`config.mk`:
```
export PLATFORM = sky130hd
export DESIGN_NAME = message_deframer_core_flat
export DESIGN_NICKNAME = d
export VERILOG_FILES = /design/src/hdl/mdf_pkg.sv /design/src/hdl/mdf_if.sv /design/src/hdl/mdf_cfg_regs.sv /design/src/hdl/mdf_engine.sv /design/src/hdl/message_deframer_core.sv /design/src/flat_wrapper.sv
export SDC_FILE = /design/constraint.sdc
export NUM_CORES = 1
export LEC_CHECK = 0
export BUFFER_PORTS_ARGS = -buffer_cell sky130_fd_sc_hd__buf_2
export CAP_MARGIN = 20
export CORE_ASPECT_RATIO = 0.7
export CORE_MARGIN = 2
export CORE_UTILIZATION = 44
export DETAILED_ROUTE_END_ITERATION = 10
export GPL_TIMING_DRIVEN = 0
export SETUP_SLACK_MARGIN = 0.1
export SYNTH_ARGS = -nofsm -noshare
export SYNTH_HDL_FRONTEND = slang
export SYNTH_SLANG_ARGS = --single-unit
```
`constraint.sdc`:
```
create_clock -name clk -period 14.1 [get_ports clk]
set_clock_uncertainty 0.1 [all_clocks]
set_input_delay 0.705 -clock clk [delete_from_list [all_inputs] [get_ports clk]]
set_output_delay 0.705 -clock clk [all_outputs]
set_load 0.05 [all_outputs]
```
`src/hdl/mdf_pkg.sv`:
```
// Package for the message deframer: register map, result codes, mode codes,
// delimiter characters and the structs shared between the deframer modules.
// No dependencies.
package mdf_pkg;

    // Result kinds
    localparam logic [1:0] KIND_BYTE  = 2'd0;
    localparam logic [1:0] KIND_EMPTY = 2'd1;
    localparam logic [1:0] KIND_ERROR = 2'd2;

    // Frame modes
    localparam logic [1:0] MODE_RAW   = 2'd0;
    localparam logic [1:0] MODE_LEN   = 2'd1;
    localparam logic [1:0] MODE_DELIM = 2'd2;

    // Register map, selected by paddr[2]
    localparam int unsigned ADDR_W       = 3;
    localparam logic        REG_MODE     = 1'b0;
    localparam logic        REG_MAX_LEN  = 1'b1;

    // Register reset values
    localparam logic [1:0]  MODE_RST     = MODE_RAW;
    localparam logic [31:0] MAX_LEN_RST  = 32'd65536;

    // Delimiter characters and length
    localparam logic [7:0]  CR_CHAR      = 8'h0D;
    localparam logic [7:0]  LF_CHAR      = 8'h0A;
    localparam logic [33:0] DELIM_LEN    = 34'd4;

    // Configuration seen by the engine
    typedef struct packed {
        logic [1:0]  frame_mode;
        logic [31:0] max_frame_len;
    } cfg_t;

    // One result item
    typedef struct packed {
        logic [1:0] kind;
        logic [7:0] out_byte;
        logic       last;
    } result_t;

endpackage

```
`src/hdl/mdf_if.sv`:
```
// Valid/ready channel interfaces for the message deframer: received bytes in,
// result items out. Depends on nothing.
interface mdf_rx_if;
    logic       valid;
    logic       ready;
    logic [7:0] in_byte;
    logic       chunk_end;

    modport source (output valid, output in_byte, output chunk_end, input ready);
    modport sink   (input valid, input in_byte, input chunk_end, output ready);
endinterface

interface mdf_msg_if;
    logic       valid;
    logic       ready;
    logic [1:0] kind;
    logic [7:0] out_byte;
    logic       last;

    modport source (output valid, output kind, output out_byte, output last, input ready);
    modport sink   (input valid, input kind, input out_byte, input last, output ready);
endinterface

```
`src/hdl/mdf_cfg_regs.sv`:
```
// APB-style configuration registers of the message deframer (frame mode and
// maximum frame length). Depends on mdf_pkg.
module mdf_cfg_regs
(
    input  logic                        clk,
    input  logic                        rst_n,
    input  logic                        psel,
    input  logic                        penable,
    input  logic                        pwrite,
    input  logic [mdf_pkg::ADDR_W-1:0]  paddr,
    input  logic [31:0]                 pwdata,
    output logic [31:0]                 prdata,
    output logic                        pready,
    output mdf_pkg::cfg_t               cfg
);

    logic [1:0]  frame_mode_reg;
    logic [31:0] max_frame_len_reg;
    logic        wr_en;

    assign pready = 1'b1;
    assign wr_en  = psel && penable && pwrite;

    // Register writes, decoded on the word address bit
    always_ff @(posedge clk or negedge rst_n)
    begin
        if (!rst_n)
        begin
            frame_mode_reg    <= mdf_pkg::MODE_RST;
            max_frame_len_reg <= mdf_pkg::MAX_LEN_RST;
        end
        else if (wr_en)
        begin
            unique case (paddr[2])
                mdf_pkg::REG_MODE:    frame_mode_reg    <= pwdata[1:0];
                mdf_pkg::REG_MAX_LEN: max_frame_len_reg <= pwdata;
                default: ;
            endcase
        end
    end

    // Read mux
    always_comb
    begin
        unique case (paddr[2])
            mdf_pkg::REG_MODE:    prdata = {30'd0, frame_mode_reg};
            mdf_pkg::REG_MAX_LEN: prdata = max_frame_len_reg;
            default:              prdata = 32'd0;
        endcase
    end

    assign cfg.frame_mode    = frame_mode_reg;
    assign cfg.max_frame_len = max_frame_len_reg;

endmodule

```
`src/hdl/mdf_engine.sv`:
```
// Framing state and next-state logic of the message deframer: one byte is
// processed per enabled cycle and gives zero or one result. Depends on mdf_pkg.
module mdf_engine
(
    input  logic                clk,
    input  logic                rst_n,
    input  logic                step_en,
    input  logic [7:0]          in_byte,
    input  logic                chunk_end,
    input  mdf_pkg::cfg_t       cfg,
    output logic                res_valid,
    output mdf_pkg::result_t    res
);

    logic        in_payload_reg,   in_payload_next;
    logic [1:0]  header_count_reg, header_count_next;
    logic [31:0] length_accum_reg, length_accum_next;
    logic [31:0] bytes_left_reg,   bytes_left_next;
    logic [1:0]  delim_match_reg,  delim_match_next;
    logic [32:0] message_count_reg, message_count_next;
    logic        error_flag_reg,   error_flag_next;

    logic [32:0] cnt;
    logic [33:0] max_plus4;
    logic [31:0] acc;
    logic [31:0] bl_dec;
    logic [1:0]  m_next;
    logic        m_done;

    // Delimiter prefix tracking with fallback on CR
    always_comb
    begin
        m_next = 2'd0;
        m_done = 1'b0;
        case (delim_match_reg)
            2'd0: m_next = (in_byte == mdf_pkg::CR_CHAR) ? 2'd1 : 2'd0;
            2'd1:
            begin
                if (in_byte == mdf_pkg::LF_CHAR)
                    m_next = 2'd2;
                else
                    m_next = (in_byte == mdf_pkg::CR_CHAR) ? 2'd1 : 2'd0;
            end
            2'd2: m_next = (in_byte == mdf_pkg::CR_CHAR) ? 2'd3 : 2'd0;
            default:
            begin
                if (in_byte == mdf_pkg::LF_CHAR)
                    m_done = 1'b1;
                else
                    m_next = (in_byte == mdf_pkg::CR_CHAR) ? 2'd1 : 2'd0;
            end
        endcase
    end

    assign cnt       = message_count_reg + 33'd1;
    assign max_plus4 = {2'd0, cfg.max_frame_len} + mdf_pkg::DELIM_LEN;
    assign acc       = {length_accum_reg[23:0], in_byte};
    assign bl_dec    = bytes_left_reg - 32'd1;

    // Per-byte framing decision
    always_comb
    begin
        in_payload_next    = in_payload_reg;
        header_count_next  = header_count_reg;
        length_accum_next  = length_accum_reg;
        bytes_left_next    = bytes_left_reg;
        delim_match_next   = delim_match_reg;
        message_count_next = message_count_reg;
        error_flag_next    = error_flag_reg;
        res_valid          = 1'b0;
        res.kind           = mdf_pkg::KIND_BYTE;
        res.out_byte       = in_byte;
        res.last           = 1'b0;

        if (step_en && !error_flag_reg)
        begin
            unique case (cfg.frame_mode)
                mdf_pkg::MODE_RAW:
                begin
                    res_valid = 1'b1;
                    if (cnt > {1'b0, cfg.max_frame_len})
                    begin
                        res.kind        = mdf_pkg::KIND_ERROR;
                        error_flag_next = 1'b1;
                    end
                    else
                    begin
                        message_count_next = chunk_end ? 33'd0 : cnt;
                        res.last           = chunk_end;
                    end
                end
                mdf_pkg::MODE_LEN:
                begin
                    if (!in_payload_reg)
                    begin
                        // Header byte, big-endian length
                        length_accum_next = acc;
                        header_count_next = header_count_reg + 2'd1;
                        if (header_count_reg == 2'd3)
                        begin
                            if (acc > cfg.max_frame_len)
                            begin
                                res_valid       = 1'b1;
                                res.kind        = mdf_pkg::KIND_ERROR;
                                error_flag_next = 1'b1;
                            end
                            else if (acc == 32'd0)
                            begin
                                res_valid = 1'b1;
                                res.kind  = mdf_pkg::KIND_EMPTY;
                                res.last  = 1'b1;
                            end
                            else
                            begin
                                bytes_left_next   = acc;
                                length_accum_next = 32'd0;
                                in_payload_next   = 1'b1;
                            end
                        end
                    end
                    else
                    begin
                        // Payload byte
                        res_valid       = 1'b1;
                        bytes_left_next = bl_dec;
                        if (bl_dec == 32'd0)
                        begin
                            in_payload_next   = 1'b0;
                            header_count_next = 2'd0;
                            length_accum_next = 32'd0;
                            res.last          = 1'b1;
                        end
                    end
                end
                mdf_pkg::MODE_DELIM:
                begin
                    res_valid = 1'b1;
                    if (m_done)
                    begin
                        // Payload is the count less the delimiter
                        if (({1'b0, cnt} < mdf_pkg::DELIM_LEN) || ({1'b0, cnt} > max_plus4))
                        begin
                            res.kind        = mdf_pkg::KIND_ERROR;
                            error_flag_next = 1'b1;
                        end
                        else
                        begin
                            message_count_next = 33'd0;
                            delim_match_next   = 2'd0;
                            res.last           = 1'b1;
                        end
                    end
                    else if ({1'b0, cnt} >= max_plus4)
                    begin
                        res.kind        = mdf_pkg::KIND_ERROR;
                        error_flag_next = 1'b1;
                    end
                    else
                    begin
                        message_count_next = cnt;
                        delim_match_next   = m_next;
                    end
                end
                default: ;
            endcase
        end

        // Error and empty results carry no byte
        if (res.kind != mdf_pkg::KIND_BYTE)
            res.out_byte = 8'd0;
    end

    // State registers
    always_ff @(posedge clk or negedge rst_n)
    begin
        if (!rst_n)
        begin
            in_payload_reg    <= 1'b0;
            header_count_reg  <= 2'd0;
            length_accum_reg  <= 32'd0;
            bytes_left_reg    <= 32'd0;
            delim_match_reg   <= 2'd0;
            message_count_reg <= 33'd0;
            error_flag_reg    <= 1'b0;
        end
        else
        begin
            in_payload_reg    <= in_payload_next;
            header_count_reg  <= header_count_next;
            length_accum_reg  <= length_accum_next;
            bytes_left_reg    <= bytes_left_next;
            delim_match_reg   <= delim_match_next;
            message_count_reg <= message_count_next;
            error_flag_reg    <= error_flag_next;
        end
    end

endmodule

```
`src/hdl/message_deframer_core.sv`:
```
// Top level of the message deframer: input byte register, framing engine,
// result register and configuration port.
// Depends on mdf_pkg, mdf_if, mdf_cfg_regs and mdf_engine.
//
// Usage:
//   rx  - valid/ready channel of received bytes (in_byte, chunk_end), one
//         byte per transaction.
//   msg - valid/ready channel of results (kind, out_byte, last): message
//         bytes, empty-message marks and the frame error.
//   APB - frame_mode at 0x0, max_frame_len at 0x4; write only while idle.
// An accepted byte is loaded into the input register, its result into the
// result register, which presents it on msg. Throughput: one byte per cycle
// while msg is ready; header bytes (bar an empty or over-long length), bytes
// in the unused mode and bytes after an error give no result.
// Throughput is set by the single framing step between the two registers.
// When msg stalls, the result register holds; one more byte may wait in the
// input register and then rx.ready drops until the result is taken.
// Reset clears all framing state and the sticky error, and sets mode 0 with
// a maximum frame length of 65536 bytes.
module message_deframer_core
(
    input  logic                        clk,
    input  logic                        rst_n,
    mdf_rx_if.sink                      rx,
    mdf_msg_if.source                   msg,
    input  logic                        psel,
    input  logic                        penable,
    input  logic                        pwrite,
    input  logic [mdf_pkg::ADDR_W-1:0]  paddr,
    input  logic [31:0]                 pwdata,
    output logic [31:0]                 prdata,
    output logic                        pready
);

    mdf_pkg::cfg_t    cfg;
    mdf_pkg::result_t res;
    logic             res_valid;
    logic             advance;

    logic             s1_valid_reg;
    logic [7:0]       s1_byte_reg;
    logic             s1_ce_reg;
    logic             out_valid_reg;
    mdf_pkg::result_t out_reg;

    mdf_cfg_regs u_cfg
    (
        .clk     (clk),
        .rst_n   (rst_n),
        .psel    (psel),
        .penable (penable),
        .pwrite  (pwrite),
        .paddr   (paddr),
        .pwdata  (pwdata),
        .prdata  (prdata),
        .pready  (pready),
        .cfg     (cfg)
    );

    // Byte in the input register moves on when the result register is free
    assign advance  = s1_valid_reg && (!out_valid_reg || msg.ready);
    assign rx.ready = !s1_valid_reg || advance;

    mdf_engine u_engine
    (
        .clk       (clk),
        .rst_n     (rst_n),
        .step_en   (advance),
        .in_byte   (s1_byte_reg),
        .chunk_end (s1_ce_reg),
        .cfg       (cfg),
        .res_valid (res_valid),
        .res       (res)
    );

    // Input register control
    always_ff @(posedge clk or negedge rst_n)
    begin
        if (!rst_n)
            s1_valid_reg <= 1'b0;
        else if (rx.ready)
            s1_valid_reg <= rx.valid;
    end

    // Input register payload
    always_ff @(posedge clk)
    begin
        if (rx.valid && rx.ready)
        begin
            s1_byte_reg <= rx.in_byte;
            s1_ce_reg   <= rx.chunk_end;
        end
    end

    // Result register control
    always_ff @(posedge clk or negedge rst_n)
    begin
        if (!rst_n)
            out_valid_reg <= 1'b0;
        else if (advance)
            out_valid_reg <= res_valid;
        else if (msg.ready)
            out_valid_reg <= 1'b0;
    end

    // Result register payload
    always_ff @(posedge clk)
    begin
        if (advance && res_valid)
            out_reg <= res;
    end

    assign msg.valid    = out_valid_reg;
    assign msg.kind     = out_reg.kind;
    assign msg.out_byte = out_reg.out_byte;
    assign msg.last     = out_reg.last;

endmodule

```
`src/flat_wrapper.sv`:
```
// flat-port wrapper written by rule: the top's interface ports become plain ports
module message_deframer_core_flat 
  (clk, rst_n, psel, penable, pwrite, paddr, pwdata, prdata, pready, rx_valid, rx_in_byte, rx_chunk_end, rx_ready, msg_valid, msg_kind, msg_out_byte, msg_last, msg_ready);
  mdf_rx_if rx_i ();
  mdf_msg_if msg_i ();
  input  logic clk;
  input  logic rst_n;
  input  logic psel;
  input  logic penable;
  input  logic pwrite;
  input  logic [mdf_pkg::ADDR_W-1:0] paddr;
  input  logic [31:0] pwdata;
  output logic [31:0] prdata;
  output logic pready;
  input wire logic [$bits(rx_i.valid)-1:0] rx_valid;
  input wire logic [$bits(rx_i.in_byte)-1:0] rx_in_byte;
  input wire logic [$bits(rx_i.chunk_end)-1:0] rx_chunk_end;
  output wire logic [$bits(rx_i.ready)-1:0] rx_ready;
  output wire logic [$bits(msg_i.valid)-1:0] msg_valid;
  output wire logic [$bits(msg_i.kind)-1:0] msg_kind;
  output wire logic [$bits(msg_i.out_byte)-1:0] msg_out_byte;
  output wire logic [$bits(msg_i.last)-1:0] msg_last;
  input wire logic [$bits(msg_i.ready)-1:0] msg_ready;
  assign rx_i.valid = rx_valid;
  assign rx_i.in_byte = rx_in_byte;
  assign rx_i.chunk_end = rx_chunk_end;
  assign rx_ready = rx_i.ready;
  assign msg_valid = msg_i.valid;
  assign msg_kind = msg_i.kind;
  assign msg_out_byte = msg_i.out_byte;
  assign msg_last = msg_i.last;
  assign msg_i.ready = msg_ready;
  message_deframer_core u_core (.clk(clk), .rst_n(rst_n), .rx(rx_i), .msg(msg_i), .psel(psel), .penable(penable), .pwrite(pwrite), .paddr(paddr), .pwdata(pwdata), .prdata(prdata), .pready(pready));
endmodule
```
==> results by group <==
CTS
  – CTS-repair resized insts: 0
  – CTS Buffer Depth: 2
  – CTS H-tree depth: 4
  – Cts hold-fix bufs: 0
  – Total CTS buffers: 17
  – Clock Latency Late Sink: roughly 440 ps
  – CTS root buf: clkbuf_16
  – TritonCTS clock tree: built
  – CTS clk-pin slew, worst paths: ~70 ps
  – Clk sink count: 151
  – Setup repair bufs after CTS: 0

Place
  – Placed Cells incl. Taps: 1626
  – IO Port Bufs: slightly above 90
  – Post-DP Area: approximately 12000 sq um
  – Hpwl dp: approximately 27000 microns
  – RePlAce Congestion: 0.929

Critical path
  – Critical path fanouts, max: 10
  – Worst R2R Path Depth: 17
  – CP arrival: between 6000 and 7000 ps
  – R2r endpoint: u_core.u_engine.message_count_reg[24]
  – Worst setup SP type: flop
  – Kind of critical path: flop to flop
  – Worst reg2reg startpoint: u_core.u_engine.message_count_reg[0]
  – R2R setup slack: around 8000 ps
  – Worst EP required: roughly 14000 ps
  – CP Capture Type: flop

Synthesis
  – Post-synth EDFFs: 20
  – Syn Inst Count: roughly 1200
  – Ys async rst share: between 80% and 90%
  – Sequential area share after synthesis: around a third
  – Mapped cell area: 11000 sq um
  – Syn Nets: approximately 1400
  – Top cells by instance count after synthesis: dfrtp_1 (130), ha_1 (99), nand3_1 (81)
  – Avg Inst Size Synth: between 9 and 10 sq um
  – Primary FF master, synth: dfrtp_1
  – Most frequent cell after synthesis: dfrtp_1
  – Warnings from Yosys: 0
  – Post-synth top area cell: dfrtp_1
  – Distinct cell type count after synthesis: 81
  – Synthesized flop and latch total: ~150
  – Synth area leaders: dfrtp_1 (29%), ha_1 (11%), edfxtp_1 (5.4%), xnor2_1 (4.2%), mux2_2 (3.7%)
  – Synth top area share: slightly below 30%

Floorplan
  – Die ar.: approximately 26000 sq um
  – Core ar.: about 25000 sq um
  – I/O pin cnt: 97
  – Die Wd: approximately 190 microns
  – Rows: between 40 and 50
  – Chip height: ~140 microns
  – Initial core utilization: around 45%

GRT
  – Vias in the first global route: 8993
  – Total GRT Usage: roughly 27%
  – Total grt overflow: 0
  – Largest net degree at the start of global routing: 92
  – First-pass GRT wire length: approximately 54000 microns
  – Initial antenna violation count: 1

Timing
  – Final setup vio count: 0
  – Fmax: between 0.15 and 0.2 GHz
  – Final hold vios: 0
  – TNS Setup: 0 ps
  – Max Slew Vio Count: 0
  – Worst-Margin Slew: roughly 1100 ps
  – Tcrit/Tclk final: 43.2%
  – RSZ-0062 raised after global routing: no
  – Max-slew headroom: 26.7%
  – Tmin final: ~6100 ps

Route
  – DR pass1 iterations: 5
  – Number of routed nets with antenna violations: 0
  – Vias/cell: 5.98
  – Total Wirelength: 35100 microns
  – WL per Instance: 21.1 microns
  – Initial DRC count: between 900 and 1000
  – Total number of vias: roughly 9900
  – Detailed-route DRC error count: 0

Pwr
  – Net Sw Frac: about 40%
  – VDD IR max: 0.0818 mV
  – Clock power share: ~29%
  – Sw Pwr: between 0.6 and 0.7 mW
  – Combinational Power Share: between 30% and 40%
  – Leak Pwr: about 5.6 nW
  – Pwr Density: roughly 120 nW/um^2
  – P_int: 0.891 mW
  – Reg power frac: between 30% and 40%

Final layout
  – Area grow syn2layout: 13.1%
  – Final #Nets: about 1500
  – Util after Layout: 50.6%
  – Max FFs per register: 33
  – Share of cells above drive strength 1: 15.4%
  – Finished Layout Cells: between 1500 and 2000
  – Final instance area: ~12000 sq um

Min path
  – HP Class: input pin to async pin

Outcome
  – Status: finished clean

Flow run
  – Max-Cap Viols: 0
==> worst max-delay path: stages (launching register included) <==
cell and delay, ps:
dfrtp_1 490, ha_1 180, buf_2 210, nand4_1 230
nor4_1 770, nand3_1 180, xnor2_1 440, ha_1 330
a211oi_1 220, o21ai_0 170, nor4b_1 380, o22ai_1 200
a311oi_1 390, o21ai_0 190, or4_1 630, nand2_1 370
buf_2 330, a221o_1 190
==> how the worst max path moves through the flow <==
| stage | from | endpoint | depth (start not counted) | slack (ps) |
|---|---|---|---|---|
| after CTS | u_core.u_engine.message_count_reg[0] | u_core.u_engine.message_count_reg[6] | 17 | 8180 |
| after floorplan | u_core.u_engine.message_count_reg[0] | u_core.u_engine.message_count_reg[20] | 18 | 9480 |
| after global placement | u_core.u_engine.message_count_reg[0] | u_core.u_engine.message_count_reg[6] | 17 | 8290 |
| after global routing | u_core.u_cfg.max_frame_len_reg[9] | u_core.u_engine.message_count_reg[16] | 19 | 7750 |
| final | u_core.u_engine.message_count_reg[0] | u_core.u_engine.message_count_reg[24] | 17 | 8010 |
| after detailed placement | u_core.u_engine.message_count_reg[0] | u_core.u_engine.message_count_reg[24] | 17 | 8200 |
==> final cells by class <==
type	instances	area, sq um
Tap cell	325	407
Clock inverter	14	103
Buffer	62	305
Timing Repair Buffer	95	504
Sequential cell	151	3880
Inverter	52	195
Multi-Input combinational cell	942	6670
Clock buffer	18	429
Fill cell	2351	12200
Antenna cell	1	2.50
==> power groups by stage <==
stage / Combinational [mW] / Clock, mW / Sequential (mW)
floorplan: 0.354 / 0 / 0.548
global placement: 0.499 / 0 / 0.552
detailed placement: 0.508 / 0 / 0.554
CTS: 0.513 / 0.434 / 0.545
global route: 0.574 / 0.451 / 0.553
finish: 0.519 / 0.426 / 0.547
==> routing by layer <==
| metal | GRT usage, % | vias up | share of wire, % |
|---|---|---|---|
| met4 | 5.43 | 0 | 0.85 |
| met1 | 42.7 | 4773 | 52 |
| met2 | 34.6 | 406 | 37 |
| met5 | 0 | - | 0 |
| met3 | 8.77 | 21 | 11 |
| li1 | - | 4731 | - |
==> layout by cell type, fill, tap and decap left out, types with 15 or more instances in the layout <==
cell type,count
nand3_1,81
buf_2,105
dfrtp_1,130
and2_1,34
inv_1,52
mux2_2,36
clkbuf_16,17
a22o_1,45
clkbuf_1,40
a21o_1,18
nand2_1,75
a21oi_1,57
nor2_1,73
o22ai_1,15
ha_1,99
edfxtp_1,20
nor4_1,39
xnor2_1,53
nor2b_1,15
nor3_1,41
nand4_1,43
o21ai_0,47
==> metrics by stage <==
step	power, mW	hold WS [ps]	setup WS, ps
floorplan	0.902	309	9480
global route	1.58	107	7750
global placement	1.05	362	8290
CTS	1.49	89.9	8180
detailed placement	1.06	362	8200
finish	1.49	73.8	8010
==> cell families (layout without fill, tap and decap cells) <==
kind of cell / count (synthesis) / count (layout) / share of synthesized area, %
AND/OR/NAND/NOR: 476 / 476 / 23.2
AO/OA/AOI/OAI: 254 / 254 / 16.0
flip-flops: 151 / 151 / 35.1
buffers and inverters: 114 / 241 / 4.53
adder cells (fa/ha/maj): 99 / 99 / 11.2
XOR/XNOR: 66 / 66 / 5.23
multiplexers: 46 / 46 / 4.59
other: 1 / 2 / 0.0340
No activity file was read; power rests on OpenSTA's default activity.
